--- src/hw/rtl/bounded_repeat_random_picker_defines.svh ---
// Assertion macros shared by the picker's RTL files.
// Each macro takes a label, a clock, a synchronous reset, an antecedent and a consequent.
`ifndef BOUNDED_REPEAT_RANDOM_PICKER_DEFINES_SVH
`define BOUNDED_REPEAT_RANDOM_PICKER_DEFINES_SVH

`ifndef SYNTHESIS
`define BRP_ASSERT_SAME(label, clk, rst, ante, cons) \
   label: assert property (@(posedge clk) disable iff (rst) (ante) |-> (cons)) \
      else $error("picker check failed in the same cycle");
`define BRP_ASSERT_NEXT(label, clk, rst, ante, cons) \
   label: assert property (@(posedge clk) disable iff (rst) (ante) |=> (cons)) \
      else $error("picker check failed in the following cycle");
`else
`define BRP_ASSERT_SAME(label, clk, rst, ante, cons)
`define BRP_ASSERT_NEXT(label, clk, rst, ante, cons)
`endif

`endif

--- src/hw/rtl/brp_pkg.sv ---
`default_nettype none

package brp_pkg;

   // Storage sizing.
   localparam int MAX_SLOTS  = 256;
   localparam int COUNT_BITS = 8;
   localparam int SLOT_BITS  = $clog2(MAX_SLOTS);

   // Field widths.
   localparam int WORD_BITS  = 16;
   localparam int LOW_BITS   = 16;
   localparam int SIZE_BITS  = 9;
   localparam int LIMIT_BITS = 8;
   localparam int VALUE_BITS = 17;
   localparam int INDEX_BITS = 2;
   localparam int DATA_BITS  = 16;
   localparam int DIV_BITS   = $clog2(WORD_BITS);

   // Smallest usable range size.
   localparam int MIN_SIZE = 2;

   // Register indexes.
   localparam logic [INDEX_BITS-1:0] CSR_RANGE_LOW   = 2'd0;
   localparam logic [INDEX_BITS-1:0] CSR_RANGE_SIZE  = 2'd1;
   localparam logic [INDEX_BITS-1:0] CSR_MAX_REPEATS = 2'd2;

   typedef enum logic [2:0] {
      ST_IDLE,
      ST_DIV,
      ST_SEEK,
      ST_EMIT,
      ST_READ,
      ST_CHECK
   } brp_state_type;

   typedef struct packed {
      logic load;
      logic div_step;
      logic seek_init;
      logic advance;
      logic bump;
      logic emit_pick;
      logic emit_exh;
   } brp_cmd_type;

   typedef struct packed {
      logic div_last;
      logic unlimited;
      logic fits;
      logic last;
   } brp_stat_type;

endpackage

`default_nettype wire

--- src/hw/rtl/brp_ctrl.sv ---
`default_nettype none

`include "bounded_repeat_random_picker_defines.svh"

module brp_ctrl (
   input  wire logic                  clock,
   input  wire logic                  reset,
   input  wire logic                  start,
   output      logic                  busy,
   input  wire brp_pkg::brp_stat_type stat,
   output      brp_pkg::brp_cmd_type  cmd
);

   brp_pkg::brp_state_type state_ff;
   brp_pkg::brp_state_type state_in;

   always_ff @(posedge clock) begin
      if (reset) begin
         state_ff <= brp_pkg::ST_IDLE;
      end else begin
         state_ff <= state_in;
      end
   end

   always_comb begin
      state_in = state_ff;
      cmd      = '0;
      unique case (state_ff)
         brp_pkg::ST_IDLE: begin
            if (start) begin
               cmd.load = 1'b1;
               state_in = brp_pkg::ST_DIV;
            end
         end
         brp_pkg::ST_DIV: begin
            cmd.div_step = 1'b1;
            if (stat.div_last) begin
               state_in = brp_pkg::ST_SEEK;
            end
         end
         brp_pkg::ST_SEEK: begin
            cmd.seek_init = 1'b1;
            state_in = stat.unlimited ? brp_pkg::ST_EMIT : brp_pkg::ST_READ;
         end
         brp_pkg::ST_EMIT: begin
            cmd.emit_pick = 1'b1;
            state_in = brp_pkg::ST_IDLE;
         end
         brp_pkg::ST_READ: begin
            // The count memory returns the current slot at the end of this cycle.
            state_in = brp_pkg::ST_CHECK;
         end
         brp_pkg::ST_CHECK: begin
            priority if (stat.fits) begin
               cmd.bump      = 1'b1;
               cmd.emit_pick = 1'b1;
               state_in      = brp_pkg::ST_IDLE;
            end else if (stat.last) begin
               cmd.emit_exh = 1'b1;
               state_in     = brp_pkg::ST_IDLE;
            end else begin
               cmd.advance = 1'b1;
               state_in    = brp_pkg::ST_READ;
            end
         end
         default: begin
            state_in = brp_pkg::ST_IDLE;
         end
      endcase
   end

   assign busy = (state_ff != brp_pkg::ST_IDLE);

   `BRP_ASSERT_NEXT(a_start_enters_div, clock, reset, start && !busy,
      state_ff == brp_pkg::ST_DIV)
   `BRP_ASSERT_NEXT(a_div_holds, clock, reset,
      (state_ff == brp_pkg::ST_DIV) && !stat.div_last, state_ff == brp_pkg::ST_DIV)
   `BRP_ASSERT_SAME(a_one_result_kind, clock, reset, cmd.emit_pick || cmd.emit_exh,
      !(cmd.emit_pick && cmd.emit_exh))

endmodule

`default_nettype wire

--- src/hw/rtl/brp_dpath.sv ---
`default_nettype none

`include "bounded_repeat_random_picker_defines.svh"

module brp_dpath (
   input  wire logic                                   clock,
   input  wire logic                                   reset,
   input  wire brp_pkg::brp_cmd_type                   cmd,
   output      brp_pkg::brp_stat_type                  stat,
   input  wire logic [brp_pkg::WORD_BITS-1:0]          req_random_word,
   input  wire logic                                   req_search_up,
   input  wire logic                                   csr_write_enable,
   input  wire logic [brp_pkg::INDEX_BITS-1:0]         csr_index,
   input  wire logic [brp_pkg::DATA_BITS-1:0]          csr_write_data,
   output      logic                                   rsp_valid,
   output      logic signed [brp_pkg::VALUE_BITS-1:0]  rsp_picked_value,
   output      logic                                   rsp_exhausted
);

   // Configuration registers.
   logic [brp_pkg::LOW_BITS-1:0]   range_low_ff;
   logic [brp_pkg::SIZE_BITS-1:0]  range_size_ff;
   logic [brp_pkg::LIMIT_BITS-1:0] max_repeats_ff;

   always_ff @(posedge clock) begin
      if (reset) begin
         range_low_ff   <= '0;
         range_size_ff  <= brp_pkg::SIZE_BITS'(brp_pkg::MIN_SIZE);
         max_repeats_ff <= '0;
      end else if (csr_write_enable) begin
         unique case (csr_index)
            brp_pkg::CSR_RANGE_LOW:   range_low_ff   <= csr_write_data[brp_pkg::LOW_BITS-1:0];
            brp_pkg::CSR_RANGE_SIZE:  range_size_ff  <= csr_write_data[brp_pkg::SIZE_BITS-1:0];
            brp_pkg::CSR_MAX_REPEATS: max_repeats_ff <= csr_write_data[brp_pkg::LIMIT_BITS-1:0];
            default: ;
         endcase
      end
   end

   // Effective size, clamped between MIN_SIZE and the storage.
   logic [brp_pkg::SIZE_BITS-1:0] esize;
   logic [brp_pkg::SIZE_BITS-1:0] esize_m1;

   always_comb begin
      priority if (range_size_ff < brp_pkg::SIZE_BITS'(brp_pkg::MIN_SIZE)) begin
         esize = brp_pkg::SIZE_BITS'(brp_pkg::MIN_SIZE);
      end else if (range_size_ff > brp_pkg::SIZE_BITS'(brp_pkg::MAX_SLOTS)) begin
         esize = brp_pkg::SIZE_BITS'(brp_pkg::MAX_SLOTS);
      end else begin
         esize = range_size_ff;
      end
      esize_m1 = esize - brp_pkg::SIZE_BITS'(1);
   end

   // Restoring remainder unit, one dividend bit per cycle.
   logic [brp_pkg::WORD_BITS-1:0] word_ff;
   logic [brp_pkg::SLOT_BITS-1:0] rem_ff;
   logic [brp_pkg::DIV_BITS-1:0]  div_cnt_ff;
   logic                          up_ff;
   logic [brp_pkg::SIZE_BITS-1:0] trial;
   logic [brp_pkg::SIZE_BITS-1:0] trial_sub;

   assign trial     = {rem_ff, word_ff[brp_pkg::WORD_BITS-1]};
   assign trial_sub = trial - esize;

   always_ff @(posedge clock) begin
      if (cmd.load) begin
         word_ff    <= req_random_word;
         rem_ff     <= '0;
         div_cnt_ff <= '0;
         up_ff      <= req_search_up;
      end else if (cmd.div_step) begin
         word_ff    <= {word_ff[brp_pkg::WORD_BITS-2:0], 1'b0};
         rem_ff     <= (trial >= esize) ? trial_sub[brp_pkg::SLOT_BITS-1:0]
                                        : trial[brp_pkg::SLOT_BITS-1:0];
         div_cnt_ff <= div_cnt_ff + brp_pkg::DIV_BITS'(1);
      end
   end

   // Slot walker.
   logic [brp_pkg::SLOT_BITS-1:0] slot_ff;
   logic [brp_pkg::SLOT_BITS-1:0] steps_ff;
   logic [brp_pkg::SIZE_BITS-1:0] slot_up;
   logic [brp_pkg::SLOT_BITS-1:0] slot_next;

   assign slot_up = {1'b0, slot_ff} + brp_pkg::SIZE_BITS'(1);

   always_comb begin
      if (up_ff) begin
         slot_next = (slot_up >= esize) ? '0 : slot_up[brp_pkg::SLOT_BITS-1:0];
      end else begin
         slot_next = (slot_ff == '0) ? esize_m1[brp_pkg::SLOT_BITS-1:0]
                                     : slot_ff - brp_pkg::SLOT_BITS'(1);
      end
   end

   always_ff @(posedge clock) begin
      if (cmd.seek_init) begin
         slot_ff  <= rem_ff;
         steps_ff <= '0;
      end else if (cmd.advance) begin
         slot_ff  <= slot_next;
         steps_ff <= steps_ff + brp_pkg::SLOT_BITS'(1);
      end
   end

   // Use counts: one memory word per slot, with a valid flag per slot so that
   // reset clears all counts at once.
   logic [brp_pkg::COUNT_BITS-1:0] count_mem [brp_pkg::MAX_SLOTS];
   logic [brp_pkg::MAX_SLOTS-1:0]  valid_ff;
   logic [brp_pkg::COUNT_BITS-1:0] rd_q_ff;
   logic                           rd_valid_ff;
   logic [brp_pkg::COUNT_BITS-1:0] cur_count;
   logic [brp_pkg::COUNT_BITS-1:0] count_inc;

   assign cur_count = rd_valid_ff ? rd_q_ff : '0;
   assign count_inc = cur_count + brp_pkg::COUNT_BITS'(1);

   always_ff @(posedge clock) begin
      if (cmd.bump) begin
         count_mem[slot_ff] <= count_inc;
      end
      rd_q_ff <= count_mem[slot_ff];
   end

   always_ff @(posedge clock) begin
      if (reset) begin
         valid_ff    <= '0;
         rd_valid_ff <= 1'b0;
      end else begin
         if (cmd.bump) begin
            valid_ff[slot_ff] <= 1'b1;
         end
         rd_valid_ff <= valid_ff[slot_ff];
      end
   end

   // Status toward the controller.
   always_comb begin
      stat.div_last  = (div_cnt_ff == brp_pkg::DIV_BITS'(brp_pkg::WORD_BITS - 1));
      stat.unlimited = (max_repeats_ff == '0);
      stat.fits      = (brp_pkg::LIMIT_BITS'(cur_count) < max_repeats_ff);
      stat.last      = ({1'b0, steps_ff} == esize_m1);
   end

   // Result register.
   logic                                 rsp_valid_ff;
   logic [brp_pkg::VALUE_BITS-1:0]       value_ff;
   logic                                 exh_ff;
   logic [brp_pkg::VALUE_BITS-1:0]       value_sum;

   assign value_sum = {range_low_ff[brp_pkg::LOW_BITS-1], range_low_ff}
                    + {{(brp_pkg::VALUE_BITS - brp_pkg::SLOT_BITS){1'b0}}, slot_ff};

   always_ff @(posedge clock) begin
      if (reset) begin
         rsp_valid_ff <= 1'b0;
      end else begin
         rsp_valid_ff <= cmd.emit_pick || cmd.emit_exh;
      end
   end

   always_ff @(posedge clock) begin
      if (cmd.emit_pick) begin
         value_ff <= value_sum;
         exh_ff   <= 1'b0;
      end else if (cmd.emit_exh) begin
         value_ff <= '0;
         exh_ff   <= 1'b1;
      end
   end

   assign rsp_valid        = rsp_valid_ff;
   assign rsp_picked_value = $signed(value_ff);
   assign rsp_exhausted    = exh_ff;

   `BRP_ASSERT_NEXT(a_single_strobe, clock, reset, rsp_valid_ff, !rsp_valid_ff)
   `BRP_ASSERT_SAME(a_exhausted_zero, clock, reset, rsp_valid_ff && exh_ff, value_ff == '0)
   `BRP_ASSERT_SAME(a_bump_below_limit, clock, reset, cmd.bump,
      (max_repeats_ff != '0) && (brp_pkg::LIMIT_BITS'(cur_count) < max_repeats_ff))

endmodule

`default_nettype wire

--- src/hw/rtl/bounded_repeat_random_picker.sv ---
// Bounded-repeat random picker.
// Request beat: pulse start while busy is low, with req_random_word and req_search_up.
// The start slot is the word modulo the range size, clamped to 2..256; with a nonzero repeat limit the
// block walks up or down from there, with wraparound, to the first slot still under
// the limit, returns range_low plus that slot and counts one more use of it.
// Response beat: rsp_valid is high for exactly one cycle with rsp_picked_value and
// rsp_exhausted; the receiver cannot hold it off, so it must take every beat.
// Sequence: the remainder unit shifts in the word one dividend bit at a time, then the
// walker is loaded. With an unlimited limit the start slot is emitted directly; otherwise
// each examined slot takes a registered count-memory read, then the compare, until a
// slot fits or every slot of the range has been examined.
// One request is in flight at a time; busy stays high until the result is registered,
// and a new request may be taken while that result is being shown.
// Configuration: csr_write_enable writes range_low, range_size or max_repeats at
// csr_index 0, 1, 2; other indexes are ignored. Write only while busy is low.
// Reset is synchronous: it clears all use counts at once through per-slot valid
// flags, restores the registers to 0, 2, 0 and drops any pending response.
`default_nettype none

module bounded_repeat_random_picker (
   input  wire logic                                   clock,
   input  wire logic                                   reset,
   input  wire logic                                   start,
   output      logic                                   busy,
   input  wire logic [brp_pkg::WORD_BITS-1:0]          req_random_word,
   input  wire logic                                   req_search_up,
   output      logic                                   rsp_valid,
   output      logic signed [brp_pkg::VALUE_BITS-1:0]  rsp_picked_value,
   output      logic                                   rsp_exhausted,
   input  wire logic                                   csr_write_enable,
   input  wire logic [brp_pkg::INDEX_BITS-1:0]         csr_index,
   input  wire logic [brp_pkg::DATA_BITS-1:0]          csr_write_data
);

   // Commands from the sequencer and status back from the datapath.
   brp_pkg::brp_cmd_type  cmd;
   brp_pkg::brp_stat_type stat;

   // The sequencer steps the remainder unit, then, with a nonzero limit, the slot walk, one slot per
   // read-and-compare pair, and decides when a result beat is issued.
   brp_ctrl u_ctrl (
      .clock (clock),
      .reset (reset),
      .start (start),
      .busy  (busy),
      .stat  (stat),
      .cmd   (cmd)
   );

   // The datapath holds the configuration, the remainder unit, the walker,
   // the use-count memory and the result register.
   brp_dpath u_dpath (
      .clock            (clock),
      .reset            (reset),
      .cmd              (cmd),
      .stat             (stat),
      .req_random_word  (req_random_word),
      .req_search_up    (req_search_up),
      .csr_write_enable (csr_write_enable),
      .csr_index        (csr_index),
      .csr_write_data   (csr_write_data),
      .rsp_valid        (rsp_valid),
      .rsp_picked_value (rsp_picked_value),
      .rsp_exhausted    (rsp_exhausted)
   );

endmodule

`default_nettype wire
--- config.mk ---
export PLATFORM = sky130hd
export DESIGN_NAME = bounded_repeat_random_picker
export DESIGN_NICKNAME = d
export VERILOG_FILES = /design/src/hw/rtl/brp_pkg.sv /design/src/hw/rtl/brp_ctrl.sv /design/src/hw/rtl/brp_dpath.sv /design/src/hw/rtl/bounded_repeat_random_picker.sv
export VERILOG_INCLUDE_DIRS = /design/src /design/src/hw/rtl
export SDC_FILE = /design/constraint.sdc
export NUM_CORES = 2
export LEC_CHECK = 0
export BUFFER_PORTS_ARGS = -buffer_cell sky130_fd_sc_hd__buf_2
export CAP_MARGIN = 10
export CORE_MARGIN = 2
export CORE_UTILIZATION = 56
export DETAILED_ROUTE_END_ITERATION = 10
export PLACE_DENSITY = 0.73
export SETUP_SLACK_MARGIN = 0.4
export SLEW_MARGIN = 25
export SYNTH_ARGS = -nofsm -noshare
export SYNTH_HDL_FRONTEND = slang
export SYNTH_SLANG_ARGS = --single-unit
--- constraint.sdc ---
create_clock -name clock -period 13.4 [get_ports clock]
set_input_delay 4.02 -clock clock [delete_from_list [all_inputs] [get_ports clock]]
set_output_delay 4.02 -clock clock [all_outputs]
set_load 0.05 [all_outputs]
==> results.md <==
* Status: complete, no violations
* Layout cell share with drive strength beyond 1 at 21.1%
* Clock Skew at 0.0504 ns
* Met3 wire len at ~27 mm
* Most frequent cells in the layout: edfxtp_1, mux4_2, nor2_1, a21oi_1, dfxtp_1
* Post-Synthesis Cells at 5266
* CP peak stage delay at 0.41 ns
* Pleak at approximately 34 nW
* Delay-heaviest family, CP: flip-flops
* Hold-fix buffers, CTS at 0
* HP Start: u_dpath.range_low_ff[6]
* Post_cts resized at 0
* Synth Area in Adders at less than 1%
* Die Y at about 420 µm
* Total grt overflow at 0
* Peak Freq at approximately 0.17 GHz
* Die extent in x at 416 µm
* Worst reg2reg path depth at 8
* Initial antenna violation count at 4
* Starting Density at between 50 and 60%
* Pwr/cell area at approximately 140 mW/mm²
* Initial DRT Pass Iterations at 6
* Max-slew violations at 0
* Die area at roughly 0.17 mm²
* Synth cell types at 74
* DR WL met2 at 111 mm
* Top routing layer used: met4
* Max clock buf depth at 3
* Iter 0 DRT Violations at approximately 7100
* WP data arrival at 1.90 ns
* DRC at 0
* Core Util, Final at between 60% and 70%
* CP max-delay cell: dfxtp_1
* Hold Crit Depth at 2
* TritonCTS clock tree: yes
* Simple-gate share of the synthesized area at around 4.6%
* Port Buffers at 58
* Worst slew pin tran at roughly 1.2 ns
* EDFF count, synth at approximately 2100
* Vias in the first global route at a little over 50000
* Final Non-Filler Cells at a little under 8000
* Ys async rst share at 0%
* Nets at 5391
* Total CTS buffers at roughly 230
* Worst-path fanout max at 9
* Fin crit share at between 40% and 50%
* Wl on met1 at approximately 90 mm
* Rows at approximately 150
* Total negative slack at 0 ns
* Post-synthesis cell area at ~0.095 mm²
* I/O pins at 59
* Via count at about 51000
* Maximum vdd drop at 0.127 mV
* Post-CTS setup buffer count at 0
* Final hold vios at 0
* Routability cong. at around 0.90
* Detailed placer's ending HPWL at 139 mm
* Clk_lat worst skew at roughly 0.9 ns
* Sequential share of the synthesized area at between 70% and 80%
* Post-Syn Nets at ~5300
* WP buf/inv at 2
* Area growth, synth to finish at 10.7%
* Tot GR Track Use at 27.6%
* CP Cell Sequence: nor3_1 -> inv_1 -> buf_2
* Std-Cell Core Area at about 0.17 mm²
* Worst Hold Class: flop to flop
* Startpoint types: flop
* Kind of critical path: flop to output pin
* Launch point of the worst path: u_ctrl.state_ff[2]
* Unrepaired setup endpoints after global routing: no
* Antenna Cells at 0
* Post-layout min period at 5.92 ns
* Synth Warn # at 0
* Largest net degree at the start of global routing at between 200 and 300
* Avg WL per Cell at slightly above 30 µm
* Register bit count reported by yosys at approximately 2400
* Worst rel slew slack at 19.2%
* Main synth FF type: edfxtp_1
* Critical Path RT at about 9.4 ns
* XOR/XNOR Fraction of Synth Area at less than 1%
* Max-cap violation count at 0
* CTS Sinks at roughly 2400
* Vias per std cell at roughly 6.7
* Post-synthesis compound-gate area fraction at about 4.4%
* Worst R2R Start: u_dpath.slot_ff[0]
* Syn Area/Cell at roughly 18 µm²
* Post-DRT Antenna Nets at 0
* Placed instance count at 7292
* Critical Path Stages at 3
* Largest family of logic cells by synthesized area: multiplexers
* Setup violation total in the final timing report at 0
* Commonest non-fill, non-tap cell in the layout: edfxtp_1
* CTS H-tree lvls at 4
* Critical Path End Type: output pin
* Global-route wire length before repair at 346 mm
* Clk slew on worst S/H paths at about 0.060 ns
* Post-synthesis mux area share at approximately 15%
* Filler cell count at 11500
* Root Driver: clkbuf_16
* Routed WL at ~240 mm
## state kept, by name (all words and copies together) (netlist names)
name,count
u_dpath.count_mem,2048
u_dpath.valid_ff,256
u_dpath.rsp_picked_value,17
u_dpath.range_low_ff,16
u_dpath.word_ff,16
u_dpath.range_size_ff,9
u_dpath.max_repeats_ff,8
u_dpath.rd_q_ff,8
u_dpath.rem_ff,8
u_dpath.slot_ff,8
u_dpath.steps_ff,8
u_dpath.div_cnt_ff,4
u_ctrl.state_ff,3
u_dpath.rd_valid_ff,1
u_dpath.rsp_exhausted,1
u_dpath.rsp_valid,1
u_dpath.up_ff,1
## final timing paths
path,slack [ns],end
worst max-delay path,7.48,busy
worst min-delay path,0.46,u_dpath.range_low_ff[6]
worst max register to register,8.15,u_dpath.rd_q_ff[6]
worst min register to register,0.46,u_dpath.range_low_ff[6]
## cell type report
type	count	area (µm²)	area share [%]
clock inverter	123	1140	1.08
inverter	32	120	0.114
sequential	2413	69200	65.8
tap	2218	2780	2.64
multi-input combinational	2462	24400	23.2
clock buffer	306	6180	5.88
timing repair buffer	171	1350	1.29
## stage by stage
step | power, mW | hold slack [ns] | area (µm²) | setup WS, ns
floorplan | 8.86 | 0.431 | 95000 | 1.42
global placement | 9.05 | 0.440 | 97700 | 7.23
detailed placement | 9.07 | 0.448 | 97700 | 7.13
CTS | 15.3 | 0.460 | 105000 | 7.43
global route | 15.6 | 0.485 | 105000 | 7.31
finish | 15.2 | 0.457 | 105000 | 7.48
## cells by family after synthesis
family,count (synthesis)
fa+ha+maj,44
flops,2413
simple gates,1020
mux,698
buf+inv,391
xor+xnor,38
compound gates,662
## synth_stat cells, types with 7 or more instances
cell / instances / area, µm²
nor2_1: 615 / 2310
mux4_2: 612 / 13800
mux2i_1: 75 / 751
nor4_1: 13 / 81.3
buf_6: 9 / 101
nor2b_1: 15 / 93.8
buf_2: 55 / 275
xor2_1: 19 / 166
and3_1: 22 / 138
a221oi_1: 42 / 368
xnor2_1: 19 / 166
nor3_1: 41 / 205
a211oi_1: 9 / 67.6
nand3_1: 45 / 225
buf_4: 27 / 203
o21ai_0: 44 / 220
and2_1: 20 / 125
a22o_1: 50 / 438
edfxtp_1: 2090 / 62800
mux2_2: 11 / 124
nand2_1: 173 / 649
inv_1: 29 / 109
or3_1: 9 / 56.3
dfxtp_1: 323 / 6470
a22oi_1: 66 / 495
o22ai_1: 35 / 219
nand2b_1: 16 / 100
buf_1: 28 / 105
ha_1: 42 / 526
clkbuf_1: 237 / 890
nand4_1: 16 / 100
a31oi_1: 12 / 75.1
a21o_1: 9 / 67.6
a21oi_1: 336 / 1680
o32ai_1: 7 / 61.3
## worst min-delay path, delay by kind of cell, from the launching register on
kind | cells | cell delay [ns]
flip-flops | 1 | 0.31
AND/OR/NAND/NOR | 1 | 0.05
AO/OA/AOI/OAI | 1 | 0.05
## metal layers
layer / vias up / GRT usage [%]
met1: 26500 / 39.0
li1: 21100 / -
met5: - / 0
met2: 3130 / 41.9
met3: 555 / 6.40
met4: 0 / 11.5
## where the power goes
group          total (mW)  leakage (nW)  switching [mW]  internal (mW)
logic               0.678          8.33           0.460          0.219
clock network        6.33          3.56            2.78           3.55
registers            8.24          21.7          0.0295           8.21
No activity file was read; power rests on OpenSTA's default activity.
